$ cat config.mk
export PLATFORM = sky130hd
export DESIGN_NAME = escaped_argument_tokenizer
export DESIGN_NICKNAME = d
export VERILOG_FILES = /design/src/design/eat_pkg.sv /design/src/design/escaped_argument_tokenizer.sv
export SDC_FILE = /design/constraint.sdc
export NUM_CORES = 1
export LEC_CHECK = 0
export BUFFER_PORTS_ARGS = -buffer_cell sky130_fd_sc_hd__buf_2
export CORE_UTILIZATION = 55
export DETAILED_ROUTE_END_ITERATION = 8
export MAX_ROUTING_LAYER = met4
export PLACE_DENSITY = 0.76
export SLEW_MARGIN = 20
export SYNTH_ARGS = -nofsm -noshare
export SYNTH_HDL_FRONTEND = slang
export SYNTH_SLANG_ARGS = --single-unit
$ cat constraint.sdc
create_clock -name clock -period 2.7 [get_ports clock]
set_input_delay 0.27 -clock clock [delete_from_list [all_inputs] [get_ports clock]]
set_output_delay 0.27 -clock clock [all_outputs]
set_load 0.03 [all_outputs]
$ cat src/design/eat_pkg.sv
// Types and constants shared by the escaped argument tokenizer and its checker.
`timescale 1ns / 1ps
`default_nettype none

package eat_pkg;

   typedef struct packed {
      logic [7:0] byte_req;
      logic       end_of_input;
   } req_type;

   typedef struct packed {
      logic [1:0] kind;
      logic [7:0] char_value;
      logic [1:0] error_code;
      logic       last;
   } rsp_type;

   typedef enum logic [2:0] {
      MODE_NORMAL = 3'd0,
      MODE_ESCAPE = 3'd1,
      MODE_OCTAL  = 3'd2,
      MODE_HALTED = 3'd3
   } mode_type;

   localparam logic [1:0] KIND_CHAR     = 2'd0;
   localparam logic [1:0] KIND_END_ARG  = 2'd1;
   localparam logic [1:0] KIND_END_LIST = 2'd2;
   localparam logic [1:0] KIND_ERROR    = 2'd3;

   localparam logic [1:0] ERR_BAD_OCTAL  = 2'd0;
   localparam logic [1:0] ERR_EOF_ESCAPE = 2'd1;
   localparam logic [1:0] ERR_BAD_ESCAPE = 2'd2;
   localparam logic [1:0] ERR_TAB        = 2'd3;

   localparam logic [1:0] OCTAL_DIGITS = 2'd3;

   localparam logic [7:0] CH_TAB       = 8'h09;
   localparam logic [7:0] CH_NEWLINE   = 8'h0A;
   localparam logic [7:0] CH_SPACE     = 8'h20;
   localparam logic [7:0] CH_BACKSLASH = 8'h5C;
   localparam logic [7:0] CH_ZERO      = 8'h30;
   localparam logic [7:0] CH_SEVEN     = 8'h37;

   function automatic rsp_type make_rsp(logic [1:0] kind, logic [7:0] ch, logic [1:0] err);
      rsp_type r;
      r.kind       = kind;
      r.char_value = (kind == KIND_CHAR) ? ch : 8'd0;
      r.error_code = (kind == KIND_ERROR) ? err : 2'd0;
      r.last       = 1'b0;
      return r;
   endfunction

   // Single-character escapes; anything not listed passes through as is.
   function automatic logic [7:0] escape_code(logic [7:0] b);
      logic [7:0] c;
      case (b)
         8'h61:   c = 8'd7;   // a
         8'h62:   c = 8'd8;   // b
         8'h66:   c = 8'd12;  // f
         8'h6E:   c = 8'd10;  // n
         8'h72:   c = 8'd13;  // r
         8'h74:   c = 8'd9;   // t
         8'h76:   c = 8'd11;  // v
         default: c = b;
      endcase
      return c;
   endfunction

endpackage

`default_nettype wire

$ cat src/design/escaped_argument_tokenizer.sv
// Escaped argument tokenizer: splits a byte stream into space-separated arguments.
// One input transfer is taken per cycle and decoded in the same cycle into zero, one or
// two results, which go into a three-entry result queue; the head of that queue drives
// rsp_data. req_ready stays high while at most one result is waiting, so with the
// consumer always ready the block sustains one byte per clock. The only item with two
// results is newline or end of input after a non-empty argument; its second result
// leaves the queue right behind the first. After end of list or an error the block still
// takes input but gives no further results until reset.
`timescale 1ns / 1ps
`default_nettype none

module escaped_argument_tokenizer
   import eat_pkg::*;
(
   input  wire logic    clock,
   input  wire logic    reset,
   input  wire logic    req_valid,
   output logic         req_ready,
   input  wire req_type req_data,
   output logic         rsp_valid,
   input  wire logic    rsp_ready,
   output rsp_type      rsp_data
);

   mode_type   mode_ff, mode_in;
   logic [7:0] acc_ff, acc_in;
   logic [1:0] seen_ff, seen_in;
   logic       nonempty_ff, nonempty_in;

   rsp_type    q_ff [3];
   rsp_type    q_in [3];
   logic [1:0] count_ff, count_in;

   logic       push, pop;
   logic [1:0] cnt_pop;
   logic [1:0] res_n;
   rsp_type    res0, res1;
   logic [7:0] b;
   logic       eoi;
   logic       is_octal;
   logic       is_escape;
   logic [1:0] seen_next;

   assign b         = req_data.byte_req;
   assign eoi       = req_data.end_of_input;
   assign is_octal  = (b >= CH_ZERO) && (b <= CH_SEVEN);
   assign is_escape = b inside {8'h61, 8'h62, 8'h66, 8'h6E, 8'h72, 8'h74, 8'h76,
                                CH_BACKSLASH, CH_SPACE, CH_TAB, CH_NEWLINE};
   assign seen_next = 2'(seen_ff + 2'd1);

   assign rsp_valid = (count_ff != 2'd0);
   assign rsp_data  = q_ff[0];
   assign req_ready = (count_ff <= 2'd1);
   assign push      = req_valid && req_ready;
   assign pop       = rsp_valid && rsp_ready;

   // Next state of the parser
   always_comb begin
      mode_in     = mode_ff;
      acc_in      = acc_ff;
      seen_in     = seen_ff;
      nonempty_in = nonempty_ff;
      if (push) begin
         case (mode_ff)
            MODE_NORMAL: begin
               if (eoi || b == CH_NEWLINE) begin
                  mode_in     = MODE_HALTED;
                  nonempty_in = 1'b0;
               end else if (b == CH_BACKSLASH) begin
                  mode_in = MODE_ESCAPE;
               end else if (b == CH_SPACE) begin
                  nonempty_in = 1'b0;
               end else if (b == CH_TAB) begin
                  mode_in = MODE_HALTED;
               end else begin
                  nonempty_in = 1'b1;
               end
            end
            MODE_ESCAPE: begin
               if (eoi) begin
                  mode_in = MODE_HALTED;
               end else if (is_escape) begin
                  mode_in     = MODE_NORMAL;
                  nonempty_in = 1'b1;
               end else if (is_octal) begin
                  mode_in = MODE_OCTAL;
                  acc_in  = {5'd0, b[2:0]};
                  seen_in = 2'd1;
               end else begin
                  mode_in = MODE_HALTED;
               end
            end
            MODE_OCTAL: begin
               if (eoi || !is_octal) begin
                  mode_in = MODE_HALTED;
               end else if (seen_next >= OCTAL_DIGITS) begin
                  mode_in     = MODE_NORMAL;
                  acc_in      = 8'd0;
                  seen_in     = 2'd0;
                  nonempty_in = 1'b1;
               end else begin
                  acc_in  = {acc_ff[4:0], b[2:0]};
                  seen_in = seen_next;
               end
            end
            default: begin
            end
         endcase
      end
   end

   // Results caused by the item on the request port
   always_comb begin
      res_n = 2'd0;
      res0  = make_rsp(KIND_CHAR, 8'd0, 2'd0);
      res1  = make_rsp(KIND_CHAR, 8'd0, 2'd0);
      case (mode_ff)
         MODE_NORMAL: begin
            if (eoi || b == CH_NEWLINE) begin
               if (nonempty_ff) begin
                  res_n = 2'd2;
                  res0  = make_rsp(KIND_END_ARG, 8'd0, 2'd0);
                  res1  = make_rsp(KIND_END_LIST, 8'd0, 2'd0);
               end else begin
                  res_n = 2'd1;
                  res0  = make_rsp(KIND_END_LIST, 8'd0, 2'd0);
               end
            end else if (b == CH_BACKSLASH) begin
               res_n = 2'd0;
            end else if (b == CH_SPACE) begin
               res_n = 2'd1;
               res0  = make_rsp(KIND_END_ARG, 8'd0, 2'd0);
            end else if (b == CH_TAB) begin
               res_n = 2'd1;
               res0  = make_rsp(KIND_ERROR, 8'd0, ERR_TAB);
            end else begin
               res_n = 2'd1;
               res0  = make_rsp(KIND_CHAR, b, 2'd0);
            end
         end
         MODE_ESCAPE: begin
            if (eoi) begin
               res_n = 2'd1;
               res0  = make_rsp(KIND_ERROR, 8'd0, ERR_EOF_ESCAPE);
            end else if (is_escape) begin
               res_n = 2'd1;
               res0  = make_rsp(KIND_CHAR, escape_code(b), 2'd0);
            end else if (!is_octal) begin
               res_n = 2'd1;
               res0  = make_rsp(KIND_ERROR, 8'd0, ERR_BAD_ESCAPE);
            end
         end
         MODE_OCTAL: begin
            if (eoi || !is_octal) begin
               res_n = 2'd1;
               res0  = make_rsp(KIND_ERROR, 8'd0, ERR_BAD_OCTAL);
            end else if (seen_next >= OCTAL_DIGITS) begin
               res_n = 2'd1;
               res0  = make_rsp(KIND_CHAR, {acc_ff[4:0], b[2:0]}, 2'd0);
            end
         end
         default: begin
         end
      endcase
      if (res_n == 2'd1) begin
         res0.last = 1'b1;
      end
      if (res_n == 2'd2) begin
         res1.last = 1'b1;
      end
   end

   // Result queue: drop the head on a transfer, then append this cycle's results
   always_comb begin
      cnt_pop = 2'(count_ff - {1'b0, pop});
      q_in[0] = pop ? q_ff[1] : q_ff[0];
      q_in[1] = pop ? q_ff[2] : q_ff[1];
      q_in[2] = q_ff[2];
      for (int i = 0; i < 3; i++) begin
         if (push && res_n != 2'd0 && 2'(i) == cnt_pop) begin
            q_in[i] = res0;
         end
         if (push && res_n == 2'd2 && 2'(i) == 2'(cnt_pop + 2'd1)) begin
            q_in[i] = res1;
         end
      end
      count_in = push ? 2'(cnt_pop + res_n) : cnt_pop;
   end

   always_ff @(posedge clock) begin
      if (reset) begin
         mode_ff     <= MODE_NORMAL;
         acc_ff      <= 8'd0;
         seen_ff     <= 2'd0;
         nonempty_ff <= 1'b0;
         count_ff    <= 2'd0;
      end else begin
         mode_ff     <= mode_in;
         acc_ff      <= acc_in;
         seen_ff     <= seen_in;
         nonempty_ff <= nonempty_in;
         count_ff    <= count_in;
      end
   end

   always_ff @(posedge clock) begin
      for (int i = 0; i < 3; i++) begin
         q_ff[i] <= q_in[i];
      end
   end

endmodule

`default_nettype wire

Word-level counts from Yosys, hierarchy flattened
Memories as Yosys holds them, arrays and structs flattened.
Index checks and enable logic that the tools add are counted.
{ "totals": {"regBits": 13, "ram_bits": 39, "output_inout_bits": 15, "mem_count": 1} }
{ "memory_table": {"columns": ["memory", "depth", "width", "rd", "rd_ports_with_merged_regs", "wr", "line", "rtl"], "rows": [
  ["q_ff", 3, 13, 3, 0, 3, "escaped_argument_tokenizer.sv:30", "rsp_type q_ff [3];"]
]} }
{ "classes": {"addsub": 4, "n_lt_le_gt_ge": 4, "eq_ne": 30, "n_mux": 66, "n_reduce_logical": 25} }
{ "op_table": {"columns": ["cell", "n"], "rows": [
  ["13-bit 2-to-1 mux", 20],
  ["8-bit by 7-bit equality test with 1-bit output, second input constant", 8],
  ["8-bit case mux with 7 select lines", 1],
  ["13-bit case mux with 3 select lines", 1],
  ["5-bit 2-to-1 mux", 5],
  ["2-bit 2-to-1 mux", 10],
  ["3-bit 2-to-1 mux", 6],
  ["1-bit 2-to-1 mux", 17],
  ["8-bit by 4-bit equality test with 1-bit output, second input constant", 2],
  ["2-bit != test, second input constant", 6],
  ["4-bit != test, second input constant", 3],
  ["1-bit logical AND", 11],
  ["11-bit 2-to-1 mux", 1],
  ["11-bit nonzero test", 1],
  ["5-bit case mux with 2 select lines", 1],
  ["3-bit case mux with 3 select lines", 1],
  ["8-bit by 6-bit equality test with 1-bit output, second input constant", 1],
  ["8-bit by 6-bit greater-or-equal comparator with 1-bit output, second input constant", 1],
  ["8-bit by 6-bit <= comparator with 1-bit output, second input constant", 1],
  ["8-bit AND reduction", 1],
  ["3-bit != test, second input constant", 2],
  ["2-bit case mux with 3 select lines", 1],
  ["6-bit AND reduction", 1],
  ["2-bit nonzero test", 3],
  ["other kinds (19)", 24]
]} }

Depth between registers and ports, before layout
Gate-level depths: netlist of run 1.
{ "depth": {"ltp_word": 11, "mapped_depth": 12} }

Worst setup path before layout of run 1
OpenSTA, ideal clock, no wires.
{ "synth_timing": {"path_kind": "register to register", "from": "register count_ff[1]", "to": "register count_ff[1]", "setup_ns": 0.121, "arrival_time_ns": 2.771, "required_ns": 2.579, "slack_ns": -0.192, "stages_incl_launch_ff": 13, "n_path_buf": 2, "period_less_slack_ns": 2.892, "path_cell_list": "dfxtp_1 -> inv_1 -> nand2_1 -> nand2_1 -> inv_1 -> clkbuf_1 -> ha_1 -> clkbuf_1 -> inv_1 -> ha_1 -> xnor2_1 -> a21oi_1 -> mux2_2"} }
{ "synth_rtl": {"columns": ["item", "line", "rtl"], "rows": [
  ["start: declaration", "escaped_argument_tokenizer.sv:32", "logic [1:0] count_ff, count_in;"],
  ["start signal: assignment", "escaped_argument_tokenizer.sv:202", "count_ff <= count_in;"],
  ["2-bit by 1-bit <= comparator with 1-bit output", "escaped_argument_tokenizer.sv:53", "assign req_ready = (count_ff <= 2'd1);"],
  ["net req_ready", "escaped_argument_tokenizer.sv:18", "output logic req_ready,"],
  ["1-bit logical AND", "escaped_argument_tokenizer.sv:54", "assign push = req_valid && req_ready;"],
  ["2-bit 2-to-1 mux", "escaped_argument_tokenizer.sv:187", "count_in = push ? 2'(cnt_pop + res_n) : cnt_pop;"]
]} }
The timed path passes the listed nets, and every way through them passes these cells.
A chain may end at the register's enable or synchronous reset.

Worst setup path after layout of run 1
{ "layout_timing": {"from": "register mode_ff[0]", "to": "register count_ff[1]"} }
{ "layout_between": {"elab_chain_cells": 4} }
{ "layout_lines": {"columns": ["item", "line", "rtl"], "rows": [
  ["start: declaration", "escaped_argument_tokenizer.sv:25", "mode_type mode_ff, mode_in;"],
  ["start signal: assignment", "escaped_argument_tokenizer.sv:198", "mode_ff <= mode_in;"],
  ["3-bit by 2-bit equality test with 1-bit output (tied with other cells)", "escaped_argument_tokenizer.sv:117", "case (mode_ff)"],
  ["2-bit case mux with 3 select lines *", "escaped_argument_tokenizer.sv:117", null],
  ["2-bit adder *", "escaped_argument_tokenizer.sv:187", null],
  ["2-bit 2-to-1 mux *", "escaped_argument_tokenizer.sv:187", null]
]} }
Every way passes the cells marked *; elsewhere a longest branch is shown, timed or not.

==> results.tsv, run 1 <==
stage	metric	value	unit
synth	sequential area share after synthesis	31.43	%
clocking	CTS max path bufs	2	
layout	Syn-to-layout area delta	9.458	%
synth	Mapped Cells	425	
sta	Max-Slew Margin vs Limit	64.26	%
synth	syn nets	444	
layout	share of layout cells above drive strength 1	20.54	%
setup_path	crit path to	count_ff[1]	
routing	Post-DRT Antenna Nets	0	
routing	WL final	9430	microns
routing	WL per Instance	18.03	microns
sta	RSZ-0062 raised after global routing	no	
setup_path	reg-to-reg endpoint	count_ff[1]	
routing	DRT iter0 DRCs	345	
grt	GRT Resource Usage Total	31.53	%
routing	via count	3370	
setup_path	crit path capture type	flip-flop	
synth	count leader, synth	nand2_1	
place	cell total after placement	515	
clocking	CTS Hold Bufs	0	
synth	count of state elements after synthesis	51	
setup_path	reg2reg start	mode_ff[0]	
hold_path	Hold WC Path Type	in -> reg	
die	FP Rows	28	
layout	Finished Layout Cells	523	
setup_path	Max stage delay on crit path	0.39	ns
synth	Post-Syn Area	0.003440	sq mm
synth	EDFF count, synth	6	
clocking	post-cts sizing count	0	
outcome	status	finished clean	
clocking	Num CTS Buffers	5	
clocking	Root Driver	clkbuf_8	
place	detailed-placement wirelength estimate	7030	microns
setup_path	Worst setup startpoint	mode_ff[0]	
synth	Syn. warnings	0	
power	P_leak	1.499	nW
setup_path	flop2flop setup slack	0.19	ns
synth	post-synth cell types	75	
setup_path	Slowest-stage cell, CP	dfxtp_1	
clocking	postcts setup bufs	0	
clocking	CTS tree	done	
layout	Multi-input gate area	0.002073	sq mm
die	Die W	81.08	microns
place	I/O Buffers	27	
sta	final setup fails	0	
clocking	later-pin clock latency in the skew report	0.31	ns
layout	fill cell count	530	
power	power per cell area	1101	mW/mm^2
routing	vias per cell	6.444	
routing	first drt pass iteration count	5	
setup_path	crit path cell chain	inv_1 -> ha_1 -> or2_2 -> o21ai_1 -> and2_1 -> a21oi_1 -> ha_1 -> xnor2_1 -> a21oi_1 -> mux2_2	
grt	pin count of the biggest net entering global routing	25	
synth	top cells by area, synth	dfxtp_1 26%, nand2_1 8.4%, a21oi_1 5.2%	
grt	initial antenna violation count	0	
clocking	Sink Count	51	
synth	Syn Area/Cell	8.093	sq um
setup_path	Crit Path Max Fanout	5	
synth	ys async rst share	0	%
sta	clk_skew	0.004953	ns
grt	first-pass GRT wire length	15100	microns
synth	post-synth top area share	26.19	%
die	Starting Density	57.41	%
die	die area	0.006574	sq mm
sta	min Tclk post-route	2.506	ns
sta	max-slew violation count	0	
sta	setup TNS	0	ns
setup_path	r2r worst-path depth	10	
setup_path	crit path kind	reg -> reg	
sta	worst slew pin tran	0.5349	ns
clocking	CTS clk-pin slew, worst paths	0.09	ns
layout	Layout Nets	466	
synth	prevailing post-synth register cell	dfxtp_1	
layout	Antenna diodes	0	
setup_path	nature of the critical path startpoint	flip-flop	
sta	Max Freq	399.0	MHz
place	Final GP Congestion	1.038	
sta	Final Hold Viols	0	
die	core area	0.005991	sq mm
power	Max rail drop VDD	0.0009714	V
routing	DRC Markers	0	
synth	commonest cells in the netlist	77 x nand2_1, 45 x dfxtp_1, 36 x a21oi_1	
synth	Synth area leader	dfxtp_1	
job	max-cap violation count	0	
layout	Sequential Area	0.001081	sq mm
setup_path	critical path required time	2.91	ns
grt	GRT Residual Overflow	0	
die	Top Ports	28	
sta	crit share post-route	92.83	%
setup_path	arrival time worst endpoint	2.72	ns
die	Die Height	81.08	microns
grt	vias in the first global route	3111	
clocking	H-tree depth	2	
## routing by layer
layer	wire, microns	GRT usage [%]
met1	4319	42.33
met2	4206	47.48
met3	711	5.393
met4	193	11.25
met5	0	-
## registers in the layout (all words and copies together), names as in the netlist
| signal | count |
|---|---|
| acc_ff | 5 |
| count_ff | 2 |
| mode_ff | 2 |
| nonempty_ff | 1 |
| q_ff | 39 |
| seen_ff | 2 |
## cell type report
| type | instances | share of cell area, % |
|---|---|---|
| sequential | 51 | 28.71 |
| timing repair buffer | 53 | 9.438 |
| clock buffer | 7 | 2.858 |
| inverter | 13 | 1.296 |
| multi-input combinational | 323 | 55.07 |
| clock inverter | 1 | 0.1329 |
| tap | 75 | 2.493 |
## stage by stage
| stage | util, % | total power [mW] | hold slack (ns) | worst slack (ns) | instance area, sq um |
|---|---|---|---|---|---|
| 6_report | 62.84 | 4.146 | 0.2737 | 0.1935 | 3765 |
| 2_1_floorplan | - | 3.187 | 0.3531 | 0.03583 | 3442 |
| 4_1_cts | 62.84 | 4.140 | 0.2788 | 0.2004 | 3765 |
| 3_3_place_gp | 60.96 | 3.530 | 0.4414 | 0.2363 | 3652 |
| 3_5_place_dp | 60.96 | 3.607 | 0.4504 | 0.1939 | 3652 |
| 5_1_grt | 62.84 | 4.440 | 0.2808 | 0.04803 | 3765 |
## critical path: cells and delay by family, from the launching register on
kind / cells / cell delay, ns
buf+inv: 1 / 0.08
simple gates: 2 / 0.59
xor+xnor: 1 / 0.14
flops: 1 / 0.39
mux: 1 / 0.34
compound gates: 3 / 0.39
fa+ha+maj: 2 / 0.47
## worst min path at each step
stage	startpoint	end	slack, ns	cells past startpoint
finish	reset	acc_ff[3]	0.27	2
global route	reset	acc_ff[3]	0.28	2
CTS	reset	acc_ff[3]	0.28	2
detailed placement	q_ff[0][34]	q_ff[0][34]	0.45	2
global placement	q_ff[0][36]	q_ff[0][36]	0.44	2
floorplan	reset	mode_ff[0]	0.35	1
## cell usage in the layout (no fill, tap or decap), drive strengths merged, types with 3 or more instances in the layout
cell | synthesis | final
nand2 | 77 | 77
buf | 22 | 53
dfxtp | 45 | 45
a21oi | 36 | 36
nor2 | 28 | 28
a211oi | 18 | 18
and3 | 16 | 16
nand3 | 13 | 13
inv | 13 | 13
o21ai | 12 | 12
a311oi | 7 | 7
clkbuf | 16 | 7
nand2b | 6 | 6
o22ai | 6 | 6
ha | 6 | 6
edfxtp | 6 | 6
a31oi | 6 | 6
nor3 | 6 | 6
a21o | 5 | 5
o31ai | 5 | 5
nor2b | 4 | 4
o211a | 4 | 4
or4 | 4 | 4
a31o | 4 | 4
nor4b | 4 | 4
and2 | 3 | 3
nand4b | 3 | 3
xnor2 | 3 | 3
a21boi | 3 | 3
o211ai | 3 | 3
or2 | 3 | 3
## cell families after synthesis
group | share of synthesized area [%]
buffers and inverters | 8.367
AOI/OAI and AO/OA | 28.77
adders and majority gates | 2.183
muxes | 0.9094
DFF | 31.43
and+or+nand+nor | 27.32
xor gates and xnor gates | 1.019
## where the power goes
| group | internal [mW] | leakage, nW | switching (mW) |
|---|---|---|---|
| clock network | 0.263 | 0.0594 | 0.263 |
| registers | 1.12 | 0.430 | 0.153 |
| logic | 0.943 | 1.01 | 1.40 |
| total | 2.33 | 1.50 | 1.82 |
No activity file was read; power rests on OpenSTA's default activity.
==> run 2: changes to the inputs <==
REMOVE_ABC_BUFFERS = 1   (was default)
clock period = 2.9 ns   (was 2.7 ns; I/O delays follow)
==> run 2 against run 1 <==
Net effect:
- worst hold slack gained 0.044 ns
- clock power shrank 6.1%
- non-clock buffer count shrank 9
- critical endpoint unchanged
- power shrank 8.1%
- sequential share of layout area grew 0.64 points
- flip-flop and latch count is the same
- global-route usage shrank 2.2 points
- register-to-register slack gained 0.14 ns
- largest power group unchanged
- first-iteration DRC count shrank 21%
- wire length shrank 6.7%
==> results.tsv, run 2 (synthesized netlist as in run 1, its figures left out) <==
stage	metric	value	unit
die	Starting Density	57.41	%
place	placed cell area	0.003570	sq mm
place	Final GP Congestion	0.8899	
layout	Finished Layout Cells	514	
power	P_leak	1.448	nW
layout	Largest regs	q_ff: 39 flops, acc_ff: 5 flops	
place	detailed-placement wirelength estimate	6470	microns
power	power per cell area	1035	mW/mm^2
sta	min Tclk post-route	2.562	ns
setup_path	crit path capture type	flip-flop	
layout	fin area	0.003682	sq mm
sta	Max-Slew Margin vs Limit	54.91	%
clocking	CTS max path bufs	2	
clocking	post-cts sizing count	0	
sta	worst slew pin tran	0.6746	ns
clocking	CTS Hold Bufs	0	
sta	crit share post-route	88.34	%
setup_path	Max stage delay on crit path	0.40	ns
setup_path	critical path required time	3.10	ns
setup_path	flop2flop setup slack	0.34	ns
layout	Antenna diodes	0	
clocking	H-tree depth	2	
clocking	postcts setup bufs	0	
die	Die Height	81.08	microns
sta	clk_skew	0.009234	ns
layout	commonest non-fill, non-tap cell in the layout	nand2_1	
clocking	Num CTS Buffers	5	
layout	share of layout cells above drive strength 1	18.45	%
layout	max reg flops	39	
layout	Syn-to-layout area delta	7.057	%
clocking	CTS clk-pin slew, worst paths	0.09	ns
clocking	Sink Count	51	
die	core area	0.005991	sq mm
clocking	CTS tree	done	
layout	post-layout util	61.47	%
grt	first-pass GRT wire length	14270	microns
die	die area	0.006574	sq mm
setup_path	crit path kind	reg -> reg	
sta	final setup fails	0	
sta	Max Freq	390.3	MHz
routing	vias per cell	6.268	
sta	Final Hold Viols	0	
routing	DRC Markers	0	
grt	initial antenna violation count	0	
grt	GRT Resource Usage Total	29.36	%
clocking	Root Driver	clkbuf_8	
sta	RSZ-0062 raised after global routing	no	
die	Die W	81.08	microns
job	max-cap violation count	0	
place	cell total after placement	506	
routing	WL per Instance	17.11	microns
setup_path	arrival time worst endpoint	2.76	ns
outcome	status	finished clean	
setup_path	Slowest-stage cell, CP	dfxtp_1	
place	I/O Buffers	27	
routing	Post-DRT Antenna Nets	0	
hold_path	Hold WC Path Type	in -> reg	
layout	Reg with most FFs	q_ff	
sta	final hold slack	0.3173	ns
sta	max-slew violation count	0	
grt	vias in the first global route	2829	
setup_path	crit path cell chain	inv_1 -> ha_1 -> or2_2 -> o21ai_1 -> and2_1 -> a21oi_1 -> ha_1 -> xnor2_1 -> a21oi_1 -> mux2_2	
die	Top Ports	28	
setup_path	nature of the critical path startpoint	flip-flop	
routing	first drt pass iteration count	6	
power	Max rail drop VDD	0.0006230	V
setup_path	Crit Path Max Fanout	5	
grt	GRT Residual Overflow	0	
routing	DRT iter0 DRCs	271	
routing	via count	3222	
die	FP Rows	28	
layout	Layout Nets	457	
grt	pin count of the biggest net entering global routing	25	
routing	WL final	8796	microns
layout	most frequent cells in the layout	77 x nand2_1, 45 x dfxtp_1, 36 x a21oi_1	
clocking	later-pin clock latency in the skew report	0.30	ns
sta	setup TNS	0	ns
==> run 2: path summary, 6_finish.rpt <==
check / to / startpoint / depth (start not counted)
min reg2reg: q_ff[0][36] / q_ff[0][36] / 2
max: count_ff[1] / mode_ff[0] / 10
min: seen_ff[1] / reset / 2
max reg2reg: count_ff[1] / mode_ff[0] / 10
==> run 2: report_power, final <==
part | total, mW | switching, mW | internal (mW) | leakage, nW
logic | 2.14 | 1.28 | 0.857 | 0.960
registers | 1.18 | 0.138 | 1.04 | 0.430
clock network | 0.494 | 0.237 | 0.257 | 0.0581
==> run 2: stage by stage <==
stage | power [mW] | worst slack [ns]
4_1_cts | 3.806 | 0.3785
6_report | 3.812 | 0.3381
5_1_grt | 4.099 | 0.2100
2_1_floorplan | 2.730 | -0.3611
3_5_place_dp | 3.305 | 0.3325
3_3_place_gp | 3.264 | 0.3793
==> run 2: area by class of cell <==
class | count | area (sq um)
clock buffer | 5 | 68.82
clock inverter | 3 | 43.79
fill | 522 | 2308
inverter | 13 | 48.80
multi-input combinational | 323 | 2071
sequential | 51 | 1081
tap | 75 | 93.84
timing repair buffer | 44 | 275.3
==> run 2: per-layer routing <==
| metal | up-vias | GRT usage (%) | part of all wire (%) |
|---|---|---|---|
| met2 | 116 | 43.95 | 45 |
| met3 | 17 | 3.933 | 4.9 |
| met4 | 0 | 8.036 | 1.8 |
| met5 | - | - | 0 |
| met1 | 1517 | 41.20 | 48 |
| li1 | 1572 | - | - |
==> run 2: critical path, delay by kind of cell (launching register included) <==
kind,cells,cell delay [ns]
buffers and inverters,1,0.09
DFF,1,0.40
AOI/OAI and AO/OA,3,0.38
adders and majority gates,2,0.50
xor gates and xnor gates,1,0.12
muxes,1,0.34
and+or+nand+nor,2,0.61
==> run 3: changes to the inputs <==
CORE_UTILIZATION = 60   (was 55)
PLACE_DENSITY = 0.82   (was 0.76)
SLEW_MARGIN = 10   (was 20)
==> run 3 against run 2 <==
Net effect:
- worst hold slack worse by 0.0067 ns
- via count up 0.47%
- maximum frequency down 0.34%
- critical path type unchanged
- highest routed layer unchanged
==> results.tsv, run 3 (synthesized netlist as in run 1, its figures left out) <==
stage	metric	value	unit
place	Final GP Congestion	1.046	
clocking	later-pin clock latency in the skew report	0.30	ns
place	Placement Setup Slack	0.1648	ns
place	cell total after placement	501	
sta	setup TNS	0	ns
die	Die Height	77.72	microns
grt	met3 usage	7.765	%
setup_path	crit path kind	reg -> reg	
clocking	CTS Hold Bufs	0	
clocking	CTS tree	done	
grt	initial antenna violation count	0	
place	I/O Buffers	27	
sta	Max Freq	389.0	MHz
clocking	H-tree depth	2	
sta	final hold slack	0.3106	ns
die	Die W	77.72	microns
grt	GRT Max-Usage Layer	met2	
layout	post-layout util	66.67	%
die	die area	0.006040	sq mm
power	Max rail drop VDD	0.0009608	V
routing	via count	3237	
die	Starting Density	62.46	%
sta	min Tclk post-route	2.571	ns
routing	DRC Markers	0	
sta	Final Hold Viols	0	
layout	fin area	0.003671	sq mm
layout	Reg with most FFs	q_ff	
die	core area	0.005507	sq mm
sta	final setup fails	0	
layout	Largest regs	q_ff: 39 flops, acc_ff: 5 flops	
die	Top Ports	28	
layout	Finished Layout Cells	509	
setup_path	Crit Path Max Fanout	20	
layout	share of layout cells above drive strength 1	17.85	%
hold_path	Hold WC Path Type	in -> reg	
grt	pin count of the biggest net entering global routing	25	
sta	clk_skew	0.01062	ns
routing	Post-DRT Antenna Nets	0	
grt	met1 GRT Util	41.43	%
layout	commonest non-fill, non-tap cell in the layout	nand2_1	
power	power per cell area	1052	mW/mm^2
clocking	CTS max path bufs	2	
sta	max-slew violation count	0	
grt	met2 usage	48.76	%
sta	worst slew pin tran	0.8272	ns
routing	vias per cell	6.360	
routing	DRT iter0 DRCs	357	
sta	RSZ-0062 raised after global routing	no	
sta	crit share post-route	88.64	%
power	post-layout power	3.863	mW
grt	vias in the first global route	3002	
setup_path	arrival time worst endpoint	2.59	ns
routing	WL per Instance	17.15	microns
clocking	postcts setup bufs	0	
sta	Final Worst Setup Slack	0.3295	ns
clocking	Num CTS Buffers	5	
layout	Syn-to-layout area delta	6.730	%
layout	max reg flops	39	
job	max-cap violation count	0	
grt	GRT Residual Overflow	0	
place	placed cell area	0.003538	sq mm
layout	most frequent cells in the layout	77 x nand2_1, 45 x dfxtp_1, 36 x a21oi_1	
clocking	CTS clk-pin slew, worst paths	0.09	ns
routing	first drt pass iteration count	5	
outcome	status	finished clean	
clocking	Sink Count	51	
layout	Antenna diodes	0	
sta	Max-Slew Margin vs Limit	44.82	%
grt	GRT Resource Usage Total	31.73	%
clocking	Root Driver	clkbuf_8	
routing	WL final	8731	microns
power	P_leak	1.446	nW
clocking	post-cts sizing count	0	
setup_path	crit path capture type	flip-flop	
die	FP Rows	27	
setup_path	nature of the critical path startpoint	flip-flop	
grt	first-pass GRT wire length	14750	microns
layout	Layout Nets	455	
place	detailed-placement wirelength estimate	6551	microns
setup_path	critical path required time	2.92	ns
[run 3: changes by cell type in the layout (fill, tap and decap cells not counted), sizes merged]
cell,delta
buf,-2
clkbuf,+1
clkinv,-2
bufinv,+1
[run 3: final timing paths]
| path | from | to | slack [ns] | cells after the start |
|---|---|---|---|---|
| worst max-delay path | mode_ff[1] | q_ff[0][12] | 0.33 | 7 |
| worst min-delay path | reset | acc_ff[3] | 0.31 | 2 |
| worst max register to register | mode_ff[1] | q_ff[0][12] | 0.33 | 7 |
| worst min register to register | q_ff[0][35] | q_ff[0][35] | 0.47 | 2 |
[run 3: routing by layer]
layer / routed length [microns] / vias to the layer above
li1: - / 1570
met1: 3878 / 1534
met2: 4042 / 123
met3: 695 / 10
met4: 114 / 0
met5: 0 / -
[run 3: worst max-delay path, stage by stage (launching register included)]
cell and delay (ns):
dfxtp_1 0.38, inv_1 0.08, ha_1 0.26, or2_2 0.35
o21ai_1 0.14, a31oi_2 0.19, o21bai_2 0.69, o311ai_1 0.21
[run 3: power breakdown]
| part | internal, mW | total, mW | switching (mW) |
|---|---|---|---|
| logic | 0.826 | 2.11 | 1.29 |
| clock network | 0.345 | 0.569 | 0.224 |
| registers | 1.04 | 1.18 | 0.139 |
[run 3: area by class of cell]
class,count,area [sq um]
multi-input cells,323,2071
fillers,478,1836
flip-flops and latches,51,1081
repair buffers,42,247.7
well taps,72,90.09
clock buffers,6,72.57
clock inverters,2,60.06
inverters,13,48.80
